[config.mk]
export PLATFORM = sky130hd
export DESIGN_NAME = timed_event_queue_with_cancel_unit
export DESIGN_NICKNAME = d
export VERILOG_FILES = /design/src/rtl/core/tequ_pkg.sv /design/src/rtl/core/timed_event_queue_with_cancel_unit.sv /design/src/rtl/core/tequ_cell.sv
export VERILOG_INCLUDE_DIRS = /design/src /design/src/rtl/core
export SDC_FILE = /design/constraint.sdc
export NUM_CORES = 2
export LEC_CHECK = 0
export BUFFER_PORTS_ARGS = -buffer_cell sky130_fd_sc_hd__buf_4
export CORE_MARGIN = 8
export CORE_UTILIZATION = 25
export CTS_CLUSTER_DIAMETER = 200
export DETAILED_ROUTE_END_ITERATION = 6
export GPL_TIMING_DRIVEN = 0
export PLACE_DENSITY = 0.41
export SLEW_MARGIN = 20
export SYNTH_ARGS = -nofsm -noshare
export SYNTH_HDL_FRONTEND = slang
export SYNTH_SLANG_ARGS = --single-unit
[constraint.sdc]
create_clock -name clk_i -period 5.8 [get_ports clk_i]
set_input_delay 0 -clock clk_i [delete_from_list [all_inputs] [get_ports clk_i]]
set_output_delay 0 -clock clk_i [all_outputs]
set_load 0.01 [all_outputs]
[src/rtl/core/timed_event_queue_with_cancel_unit_macros.svh]
// Assertion helpers for the timed event queue.
`ifndef TIMED_EVENT_QUEUE_WITH_CANCEL_UNIT_MACROS_SVH
`define TIMED_EVENT_QUEUE_WITH_CANCEL_UNIT_MACROS_SVH

`ifndef SYNTH
`define TEQU_ASSERT(lbl, prop, msg) \
  lbl: assert property (@(posedge clk_i) disable iff (!rst_ni) prop) else $error(msg);
`define TEQU_ASSERT_NEVER(lbl, cond, msg) \
  lbl: assert property (@(posedge clk_i) disable iff (!rst_ni) !(cond)) else $error(msg);
`else
`define TEQU_ASSERT(lbl, prop, msg)
`define TEQU_ASSERT_NEVER(lbl, cond, msg)
`endif

`endif

[src/rtl/core/tequ_pkg.sv]
`default_nettype none

package tequ_pkg;

  localparam int unsigned OP_W      = 2;
  localparam int unsigned TIME_W    = 16;
  localparam int unsigned OWNER_W   = 8;
  localparam int unsigned CMD_W     = 16;
  localparam int unsigned TAG_W     = 16;
  localparam int unsigned KIND_W    = 2;
  localparam int unsigned COUNT_W   = 5;

  localparam int unsigned MAX_RESULTS = 16;
  localparam int unsigned FIRE_W      = $clog2(MAX_RESULTS + 1);

  typedef enum logic [OP_W-1:0] {
    OP_TICK       = 2'd0,
    OP_INSERT     = 2'd1,
    OP_CANCEL_CMD = 2'd2,
    OP_CANCEL_ALL = 2'd3
  } in_op_e;

  typedef enum logic [KIND_W-1:0] {
    KIND_FIRED     = 2'd0,
    KIND_INSERT_OK = 2'd1,
    KIND_FULL      = 2'd2,
    KIND_CANCELED  = 2'd3
  } kind_e;

  typedef enum logic [2:0] {
    CELL_HOLD,
    CELL_INSERT,
    CELL_REMOVE,
    CELL_POP,
    CELL_DECAY
  } cell_op_e;

  typedef enum logic [2:0] {
    ST_IDLE,
    ST_INSERT,
    ST_CANCEL,
    ST_DECAY,
    ST_FIRE
  } state_e;

  typedef struct packed {
    logic [TIME_W-1:0]  remaining;
    logic [OWNER_W-1:0] owner;
    logic [CMD_W-1:0]   command;
    logic [TAG_W-1:0]   tag;
  } entry_t;

  typedef struct packed {
    logic   valid;
    entry_t data;
  } slot_t;

  typedef struct packed {
    in_op_e             op;
    logic [TIME_W-1:0]  delay;
    logic [OWNER_W-1:0] owner;
    logic [CMD_W-1:0]   command;
    logic [TAG_W-1:0]   tag;
  } req_t;

  typedef struct packed {
    cell_op_e op;
    req_t     req;
  } cell_ctl_t;

endpackage

`default_nettype wire

[src/rtl/core/timed_event_queue_with_cancel_unit.sv]
// An insert goes through INSERT to its result; a cancel removes the matching
// events one at a time in CANCEL, then gives its result; a tick goes through
// DECAY, then FIRE pops due events one per cycle unless the output stalls.
// One request at a time; each is taken in idle with the output register empty.
// Reset: asynchronous, active low; empties every slot and the output register.
`default_nettype none
`include "timed_event_queue_with_cancel_unit_macros.svh"

module timed_event_queue_with_cancel_unit #(
  parameter int unsigned SLOTS = 16
) (
  input  wire logic        clk_i,
  input  wire logic        rst_ni,
  input  wire logic        in_valid_i,
  output logic             in_stall_o,
  input  wire logic [1:0]  operation_i,
  input  wire logic [15:0] delay_ticks_i,
  input  wire logic [7:0]  owner_id_i,
  input  wire logic [15:0] command_i,
  input  wire logic [15:0] message_tag_i,
  output logic             out_valid_o,
  input  wire logic        out_stall_i,
  output logic [1:0]       result_kind_o,
  output logic [7:0]       fired_owner_o,
  output logic [15:0]      fired_command_o,
  output logic [15:0]      fired_tag_o,
  output logic [4:0]       removed_count_o,
  output logic             last_of_run_o
);

  tequ_pkg::state_e   state_q, state_d;
  tequ_pkg::req_t     req_q;
  tequ_pkg::cell_ctl_t ctl;
  tequ_pkg::cell_op_e  cell_op;

  tequ_pkg::slot_t slots [SLOTS];
  logic [SLOTS-1:0] keep;
  logic [SLOTS:0]   hit_chain;
  logic [SLOTS-1:0] slot_vld;

  logic [tequ_pkg::COUNT_W-1:0] rm_cnt_q, rm_cnt_d;
  logic [tequ_pkg::FIRE_W-1:0]  fire_cnt_q, fire_cnt_d;

  logic                           out_valid_q;
  logic [tequ_pkg::KIND_W-1:0]    kind_q;
  logic [tequ_pkg::OWNER_W-1:0]   owner_q;
  logic [tequ_pkg::CMD_W-1:0]     cmd_q;
  logic [tequ_pkg::TAG_W-1:0]     tag_q;
  logic [tequ_pkg::COUNT_W-1:0]   count_q;
  logic                           last_q;

  logic                           out_load;
  tequ_pkg::kind_e                out_kind;
  logic [tequ_pkg::OWNER_W-1:0]   out_owner;
  logic [tequ_pkg::CMD_W-1:0]     out_cmd;
  logic [tequ_pkg::TAG_W-1:0]     out_tag;
  logic [tequ_pkg::COUNT_W-1:0]   out_count;
  logic                           out_last;

  logic in_accept, out_free, head_due, next_due;

  assign in_stall_o = (state_q != tequ_pkg::ST_IDLE) || out_valid_q;
  assign in_accept  = in_valid_i && !in_stall_o;
  assign out_free   = !out_valid_q || !out_stall_i;

  assign hit_chain[0] = 1'b0;
  assign ctl          = '{op: cell_op, req: req_q};

  for (genvar i = 0; i < SLOTS; i++) begin : g_cell
    tequ_pkg::slot_t left, right;
    logic            prev_keep;
    if (i == 0) begin : g_first
      assign left      = '0;
      assign prev_keep = 1'b1;
    end else begin : g_mid
      assign left      = slots[i-1];
      assign prev_keep = keep[i-1];
    end
    if (i == SLOTS - 1) begin : g_last
      assign right = '0;
    end else begin : g_inner
      assign right = slots[i+1];
    end
    tequ_cell u_cell (
      .clk_i       (clk_i),
      .rst_ni      (rst_ni),
      .ctl_i       (ctl),
      .left_i      (left),
      .right_i     (right),
      .prev_keep_i (prev_keep),
      .hit_in_i    (hit_chain[i]),
      .keep_o      (keep[i]),
      .hit_out_o   (hit_chain[i+1]),
      .slot_o      (slots[i])
    );
    assign slot_vld[i] = slots[i].valid;
  end

  assign head_due = slots[0].valid && (slots[0].data.remaining == '0);
  assign next_due = slots[1].valid && (slots[1].data.remaining == '0);

  always_comb begin
    state_d    = state_q;
    cell_op    = tequ_pkg::CELL_HOLD;
    rm_cnt_d   = rm_cnt_q;
    fire_cnt_d = fire_cnt_q;
    out_load   = 1'b0;
    out_kind   = tequ_pkg::KIND_FIRED;
    out_owner  = '0;
    out_cmd    = '0;
    out_tag    = '0;
    out_count  = '0;
    out_last   = 1'b1;
    case (state_q)
      tequ_pkg::ST_IDLE: begin
        rm_cnt_d   = '0;
        fire_cnt_d = '0;
        if (in_accept) begin
          case (tequ_pkg::in_op_e'(operation_i))
            tequ_pkg::OP_TICK:   state_d = tequ_pkg::ST_DECAY;
            tequ_pkg::OP_INSERT: state_d = tequ_pkg::ST_INSERT;
            default:             state_d = tequ_pkg::ST_CANCEL;
          endcase
        end
      end
      tequ_pkg::ST_INSERT: begin
        out_load = 1'b1;
        if (slots[SLOTS-1].valid) begin
          out_kind = tequ_pkg::KIND_FULL;
        end else begin
          out_kind = tequ_pkg::KIND_INSERT_OK;
          cell_op  = tequ_pkg::CELL_INSERT;
        end
        state_d = tequ_pkg::ST_IDLE;
      end
      tequ_pkg::ST_CANCEL: begin
        if (hit_chain[SLOTS]) begin
          cell_op = tequ_pkg::CELL_REMOVE;
          if (rm_cnt_q != '1) begin
            rm_cnt_d = rm_cnt_q + tequ_pkg::COUNT_W'(1);
          end
        end else begin
          out_load  = 1'b1;
          out_kind  = tequ_pkg::KIND_CANCELED;
          out_count = rm_cnt_q;
          state_d   = tequ_pkg::ST_IDLE;
        end
      end
      tequ_pkg::ST_DECAY: begin
        cell_op = tequ_pkg::CELL_DECAY;
        state_d = tequ_pkg::ST_FIRE;
      end
      tequ_pkg::ST_FIRE: begin
        if (!head_due) begin
          state_d = tequ_pkg::ST_IDLE;
        end else if (out_free) begin
          cell_op    = tequ_pkg::CELL_POP;
          out_load   = 1'b1;
          out_kind   = tequ_pkg::KIND_FIRED;
          out_owner  = slots[0].data.owner;
          out_cmd    = slots[0].data.command;
          out_tag    = slots[0].data.tag;
          out_last   = !next_due ||
                       (fire_cnt_q == tequ_pkg::FIRE_W'(tequ_pkg::MAX_RESULTS - 1));
          fire_cnt_d = fire_cnt_q + tequ_pkg::FIRE_W'(1);
          if (out_last) begin
            state_d = tequ_pkg::ST_IDLE;
          end
        end
      end
      default: state_d = tequ_pkg::ST_IDLE;
    endcase
  end

  always_ff @(posedge clk_i or negedge rst_ni) begin
    if (!rst_ni) begin
      state_q     <= tequ_pkg::ST_IDLE;
      rm_cnt_q    <= '0;
      fire_cnt_q  <= '0;
      out_valid_q <= 1'b0;
    end else begin
      state_q    <= state_d;
      rm_cnt_q   <= rm_cnt_d;
      fire_cnt_q <= fire_cnt_d;
      if (out_load) begin
        out_valid_q <= 1'b1;
      end else if (!out_stall_i) begin
        out_valid_q <= 1'b0;
      end
    end
  end

  always_ff @(posedge clk_i) begin
    if (in_accept) begin
      req_q.op      <= tequ_pkg::in_op_e'(operation_i);
      req_q.delay   <= delay_ticks_i;
      req_q.owner   <= owner_id_i;
      req_q.command <= command_i;
      req_q.tag     <= message_tag_i;
    end
    if (out_load) begin
      kind_q  <= out_kind;
      owner_q <= out_owner;
      cmd_q   <= out_cmd;
      tag_q   <= out_tag;
      count_q <= out_count;
      last_q  <= out_last;
    end
  end

  assign out_valid_o     = out_valid_q;
  assign result_kind_o   = kind_q;
  assign fired_owner_o   = owner_q;
  assign fired_command_o = cmd_q;
  assign fired_tag_o     = tag_q;
  assign removed_count_o = count_q;
  assign last_of_run_o   = last_q;

  `TEQU_ASSERT(a_accept_empty_out, !in_stall_o |-> !out_valid_o, "request taken with result pending")
  `TEQU_ASSERT_NEVER(a_slots_packed, ((slot_vld >> 1) & ~slot_vld) != '0, "slot hole")
  `TEQU_ASSERT(a_single_last, out_valid_o && (result_kind_o != tequ_pkg::KIND_FIRED) |-> last_of_run_o, "single result not last")
  `TEQU_ASSERT_NEVER(a_fire_bound, fire_cnt_q > tequ_pkg::FIRE_W'(tequ_pkg::MAX_RESULTS), "too many fired")

endmodule

`default_nettype wire

[src/rtl/core/tequ_cell.sv]
`default_nettype none

module tequ_cell (
  input  wire logic                clk_i,
  input  wire logic                rst_ni,
  input  wire tequ_pkg::cell_ctl_t ctl_i,
  input  wire tequ_pkg::slot_t     left_i,
  input  wire tequ_pkg::slot_t     right_i,
  input  wire logic                prev_keep_i,
  input  wire logic                hit_in_i,
  output logic                     keep_o,
  output logic                     hit_out_o,
  output tequ_pkg::slot_t          slot_o
);

  logic             valid_q, valid_d;
  tequ_pkg::entry_t data_q, data_d;
  tequ_pkg::entry_t new_entry;
  logic             hit;

  assign new_entry.remaining = ctl_i.req.delay;
  assign new_entry.owner     = ctl_i.req.owner;
  assign new_entry.command   = ctl_i.req.command;
  assign new_entry.tag       = ctl_i.req.tag;

  assign keep_o = valid_q && (data_q.remaining <= ctl_i.req.delay);
  assign hit    = valid_q && (data_q.owner == ctl_i.req.owner) &&
                  ((ctl_i.req.op == tequ_pkg::OP_CANCEL_ALL) ||
                   (data_q.command == ctl_i.req.command));
  assign hit_out_o = hit_in_i | hit;

  always_comb begin
    valid_d = valid_q;
    data_d  = data_q;
    case (ctl_i.op)
      tequ_pkg::CELL_INSERT: begin
        if (!keep_o) begin
          if (prev_keep_i) begin
            valid_d = 1'b1;
            data_d  = new_entry;
          end else begin
            valid_d = left_i.valid;
            data_d  = left_i.data;
          end
        end
      end
      tequ_pkg::CELL_REMOVE: begin
        if (hit_out_o) begin
          valid_d = right_i.valid;
          data_d  = right_i.data;
        end
      end
      tequ_pkg::CELL_POP: begin
        valid_d = right_i.valid;
        data_d  = right_i.data;
      end
      tequ_pkg::CELL_DECAY: begin
        if (valid_q && (data_q.remaining != '0)) begin
          data_d.remaining = data_q.remaining - tequ_pkg::TIME_W'(1);
        end
      end
      default: ;
    endcase
  end

  always_ff @(posedge clk_i or negedge rst_ni) begin
    if (!rst_ni) begin
      valid_q <= 1'b0;
    end else begin
      valid_q <= valid_d;
    end
  end

  always_ff @(posedge clk_i) begin
    data_q <= data_d;
  end

  assign slot_o.valid = valid_q;
  assign slot_o.data  = data_q;

endmodule

`default_nettype wire

* Yosys cells after proc, flatten, opt, wreduce, memory -nomap -nowiden
Cells that the tools add are included.
Widths: inputs -> output; s select.
** Cells by class
- Mux-type cells :: 185
- Bitwise operators :: 16
- Magnitude comparators :: 16
- $add $sub $neg :: 18
- Eq/ne operators :: 101
- Reduce and logical (&&, ||, !) cells :: 152
** Operator list (number)
- $mux 56 :: 47
- $pmux 40 s3 :: 16
- $pmux 16 s4 :: 16
- $eq 16x16->1 :: 16
- $le 16x16->1 :: 16
- $mux 16 :: 16
- $reduce_bool 16->1 :: 16
- $sub 16x1->16 const B :: 16
- $eq 8x8->1 :: 16
- $ne 2x1->1 const B :: 34
- $reduce_and 4->1 :: 17
- $logic_and 1x1->1 :: 67
- $reduce_and 3->1 :: 19
- $mux 1 :: 53
- $pmux 1 s3 :: 17
- $ne 2x2->1 const B :: 21
- $logic_not 16->1 :: 2
- $pmux 3 s4 :: 2
- $mux 5 :: 4
- $pmux 5 s2 :: 2
- $logic_or 1x1->1 :: 19
- $mux 3 :: 5
- $or 1x1->1 :: 15
- $eq 3x2->1 const B :: 4
- 18 further kinds :: 32
** Word-level totals
- Output and inout bits :: 50
- Word-level logic and storage cells :: 583
- Register bits :: 1032

* Depth between registers and ports, before layout
- Depth in word-level cells :: 23
- Mapped depth :: 17

* By module
From an unflattened synthesis, not the netlist that was laid out.
** Unflattened totals
- Cell total of the unflattened synthesis :: 6729
- Area, all modules :: 69196.4 sq um
** Modules (own cells, without submodules)
- tequ_cell at g_cell[0].u_cell ... :: cells each 404, area an instance 4052.6 sq um, instances 7
- tequ_cell at g_cell[2].u_cell ... :: cells each 403, area an instance 4042.6 sq um, instances 7
- timed_event_queue_with_cancel_unit :: cells each 272, area an instance 4508.1 sq um, instances 1
- tequ_cell at g_cell[11].u_cell :: cells each 405, area an instance 4022.6 sq um, instances 1
- tequ_cell at g_cell[9].u_cell :: cells each 403, area an instance 3998.8 sq um, instances 1

* Worst setup path after synthesis
Ideal clock, no wire load.
- Path kind :: register to register
- Start point :: register g_cell[0].u_cell.data_q, in the netlist g_cell[0].u_cell.slot_o[46]
- End point :: register g_cell[7].u_cell.valid_q
- Stages on the path, launching flop included :: 9
- Required time :: 5.672 ns
- Path slack :: -0.370 ns
- Clock period less this slack :: 6.170 ns
- Arrival :: 6.042 ns
- Path through :: edfxtp_1 > or4_4 > or4_4 > or3_1 > or3_1 > nor2_1 > nor2_1 > a211oi_1 > mux2_2
** On the way
- Cells in the longest elaborated chain, start to end :: 7
- Elaborated cells between the ends (all ways) :: 12
** Ends and longest elaborated chain
- start: declaration :: RTL line tequ_cell.sv:17 : tequ_pkg::entry_t data_q, data_d;
- start signal: assignment :: RTL line tequ_cell.sv:75 : data_q <= data_d;
- $logic_not 16->1 * :: RTL line timed_event_queue_with_cancel_unit.sv:99 : assign head_due = slots[0].valid && (slots[0].data.remaining == '0);
- $logic_and 1x1->1 * :: RTL line timed_event_queue_with_cancel_unit.sv:99
- $mux 2 * :: RTL line timed_event_queue_with_cancel_unit.sv:154 : if (!head_due) begin
- $pmux 3 s4 * :: RTL line timed_event_queue_with_cancel_unit.sv:114 : case (state_q)
- $eq 3x2->1 or $eq 3x1->1 (tied branches) :: RTL line tequ_cell.sv:35 : case (ctl_i.op)
- $ne 2x1->1 (no source line), or another cell as far along
- $reduce_and 3->1 (no source line)
- end signal: assignment :: RTL line tequ_cell.sv:70 : valid_q <= valid_d;
- end: declaration :: RTL line tequ_cell.sv:16 : logic valid_q, valid_d;
Every way passes the cells marked *; elsewhere a longest branch is shown, timed or not.
A chain may end at the register's enable or synchronous reset.

* Final worst setup path
- Start point :: register req_q, in the netlist ctl[30]
- End point :: register g_cell[9].u_cell.data_q, in the netlist g_cell[9].u_cell.slot_o[49] (enable)
** On the way
- Cells in the longest elaborated chain, start to end :: 23
- Elaborated cells between the ends (all ways) :: 74
** Ends and longest elaborated chain
- start: declaration :: RTL line timed_event_queue_with_cancel_unit.sv:32 : tequ_pkg::req_t req_q;
- $eq 16x16->1 :: RTL line tequ_cell.sv:29 : (data_q.command == ctl_i.req.command));
- $logic_or 1x1->1 :: RTL line tequ_cell.sv:28 : ((ctl_i.req.op == tequ_pkg::OP_CANCEL_ALL) ||
- $logic_and 1x1->1 :: RTL line tequ_cell.sv:27 : assign hit = valid_q && (data_q.owner == ctl_i.req.owner) &&
- $or 1x1->1 (15 in a row) :: RTL line tequ_cell.sv:30 : assign hit_out_o = hit_in_i | hit;
- $mux 2 :: RTL line timed_event_queue_with_cancel_unit.sv:137 : if (hit_chain[SLOTS]) begin
- $pmux 3 s4 :: RTL line timed_event_queue_with_cancel_unit.sv:114
- $eq 3x3->1, or another cell as far along :: RTL line tequ_cell.sv:35
- $ne 2x1->1 (no source line), or another cell as far along
- $reduce_and 4->1 (no source line) *
- end signal: assignment :: RTL line tequ_cell.sv:75
- end: declaration :: RTL line tequ_cell.sv:17
Marked as above.

==> reports/qor.yml <==
status: "finished clean"
drive_gt1_share_pct: 10.7
die_h_um: 527
grt_max_degree: 43
yosysMostFrequentCell: "edfxtp_1"
grt-ovfl-total: 0
grt_antenna_before_repair: 17
initial_core_util_pct: 25.1
syn-instance-count: 6242
drv_cap: 0
crit_arrival_ns: 6.25
ys_seq_elements: 1032
setup_tns_ns: 0
rsz0062_at_grt: "no"
post-route-period-util_pct: 99.2
synth_common_cells: "edfxtp_1 (1,002), o21ai_0 (795), mux2i_1 (753)"
placementRows: 187
finalSetupViolCount: 0
wl_per_cell_um: 28.9
worstMarginPinSlew_ns: 1.24
crit_path_end_kind: "flop"
vias_per_cell: 5.26
yosysSeqAreaShare_pct: 47.2
synth_edf_count: 1002
gp_congestion: 0.890
powerDensity_nw_per_um2: 319
required_ns: 6.30
placed_cell_area_um2: 72000
hold_violations: 0
hp-class: "in2reg"
path_max_fanout: 10
startpoint_type: "flop"
slew_violations: 0
skew_ns: 0.0435
synthArstFlopShare_pct: 2.91
grt_pass1_vias: 55100
place_ws_ns: -0.447
clockBufferDepth: 3
fin_ws_ns: 0.0489
num-fill-cells: 27200
final_nets: 7018
numCtsBuffers: 134
die_x_um: 527
ios: 112
whs_ns: 0.0409
synth_area_um2: 65300
num_vias: 53700
core_area_um2: 260000
synth_top_area_cell: "edfxtp_1"
layout_min_cycle_time_ns: 5.75
dieArea_um2: 278000
max_slew_margin_pct: 17.5
synth.top_cell.area_share_pct: 46.1
synthFlopType: "edfxtp_1"
postSynthAreaPerCell_um2: 10.5
stdcell_area_um2: 77800
finalPower_mw: 24.8
ys_types: 71
power_leakage_nw: 27.6
yosys-top-cells-area: "edfxtp_1 (46%), mux2i_1 (12%), o21ai_0 (6.1%)"
grt_pass1_wl_um: 416000
drtIter0Drc: 5219
ant_nets: 0
drc: 0
clk_pin_slew_ns: 0.06
syn_nets: 6564
irDropWorstVdd_mv: 0.311
dp_hpwl_um: 222000
area_growth_pct: 19.1
critical_path_class: "reg2reg"
clkLatencyLatePin_ns: 0.83
cts.sinks: 1032
routed_wl_um: 295000
dp.cells: 9838
root_buffer: "clkbuf_16"
fmax_mhz: 174
drt_first_pass_iters: 6
final_util_pct: 29.9
grt_usage_pct: 20.4
yosys_warnings: 0
fin_cells: 10200
cts_max_level: 4
port_buffers: 111
cts_tree: "yes"
cell families after synthesis:
kind of cell / after synthesis / synth area share [%]
XOR/XNOR: 590 / 7.91
multiplexers: 806 / 12.5
AO/OA/AOI/OAI: 1439 / 12.8
adder cells (fa/ha/maj): 260 / 4.98
flip-flops: 1032 / 47.2
AND/OR/NAND/NOR: 1555 / 11.0
buffers and inverters: 560 / 3.66
worst paths after layout:
kind | slack, ns | to | startpoint | cells past startpoint
worst max-delay path | 0.05 | g_cell[9].u_cell.slot_o[49]$_DFFE_PP_ | ctl[30]$_DFFE_PP_ | 17
worst min-delay path | 0.04 | state_q[1]$_DFFE_PN0P_ | operation_i[1] | 4
worst max register to register | 0.05 | g_cell[9].u_cell.slot_o[49]$_DFFE_PP_ | ctl[30]$_DFFE_PP_ | 17
worst min register to register | 0.47 | fire_cnt_q[4]$_DFFE_PN0P_ | fire_cnt_q[4]$_DFFE_PN0P_ | 2
max in group asynchronous | 5.34 | g_cell[11].u_cell.valid_q$_DFFE_PN0P_ | rst_ni | 4
min in group asynchronous | 0.25 | state_q[1]$_DFFE_PN0P_ | rst_ni | 4
routing by layer:
metal | wire, µm | global-route usage, % | share of wire (%) | vias up
li1 | - | - | - | 24100
met1 | 128000 | 26.6 | 43 | 27300
met2 | 138000 | 33.9 | 47 | 1824
met3 | 16000 | 3.10 | 5.4 | 494
met4 | 13400 | 8.41 | 4.5 | 8
met5 | 60 | 0 | 0.020 | -
worst max-delay path, cell delays in order (launching register included):
cell	delay (ns)
edfxtp_1	0.31
buf_2	0.20
buf_2	0.47
buf_2	0.46
xnor2_1	0.23
nand4_1	0.19
nor4_4	0.58
o2111ai_1	0.22
and3_1	0.27
nand4_1	0.24
o31a_1	0.28
buf_4	0.22
buf_6	0.29
nor3_4	0.15
nor4_2	0.50
buf_2	0.30
buf_2	0.25
buf_2	0.22
state kept, by name (all words and copies together), names as in the netlist:
signal and cells:
removed_count_o 5, result_kind_o 2, out_valid_o 1, fired_tag_o 16, g_cell.u_cell.slot_o 896, fired_owner_o 8
fire_cnt_q 5, last_of_run_o 1, state_q 3, rm_cnt_q 5, g_cell.u_cell.valid_q 16, ctl 58
fired_command_o 16
placed cells by master (no fill, tap or decap), types with 51 or more instances in the layout:
| cell | instances |
|---|---|
| buf_4 | 145 |
| nor2_1 | 280 |
| nand3_1 | 57 |
| dlygate4sd3_1 | 121 |
| clkbuf_16 | 136 |
| or3_1 | 51 |
| nand4_1 | 92 |
| nor4_1 | 75 |
| mux2i_1 | 753 |
| nand2_1 | 717 |
| o21ai_0 | 795 |
| a22oi_1 | 186 |
| buf_2 | 154 |
| nor3_1 | 76 |
| ha_1 | 260 |
| edfxtp_1 | 1002 |
| xnor2_1 | 249 |
| mux2_2 | 53 |
| xor2_1 | 338 |
| a21oi_1 | 197 |
| clkbuf_1 | 299 |
power by group:
group	switching (mW)	total (mW)	internal (mW)
clock	3.73	8.40	4.67
sequential	0.414	9.32	8.90
combinational	4.53	7.06	2.53
area by class of cell:
class	instances	area, µm²	area share (%)
Antenna cell	5	12.5	0.0161
Buffer	486	2190	2.82
Clock buffer	161	3510	4.51
Clock inverter	74	754	0.970
Inverter	72	295	0.380
Multi-Input combinational cell	4650	32600	41.9
Sequential cell	1032	30800	39.7
Tap cell	3402	4260	5.47
Timing Repair Buffer	320	3310	4.26
repair_timing:
action | CTS | global route
buffers inserted | 2 | 2
hold buffers | 122 | 0
setup endpoints to repair | 781 | 215
pin swaps | 1 | 6
resized for setup | 22 | 18
hold endpoints to repair | 108 | 0
Note: power is estimated with default switching activity, not from simulation.
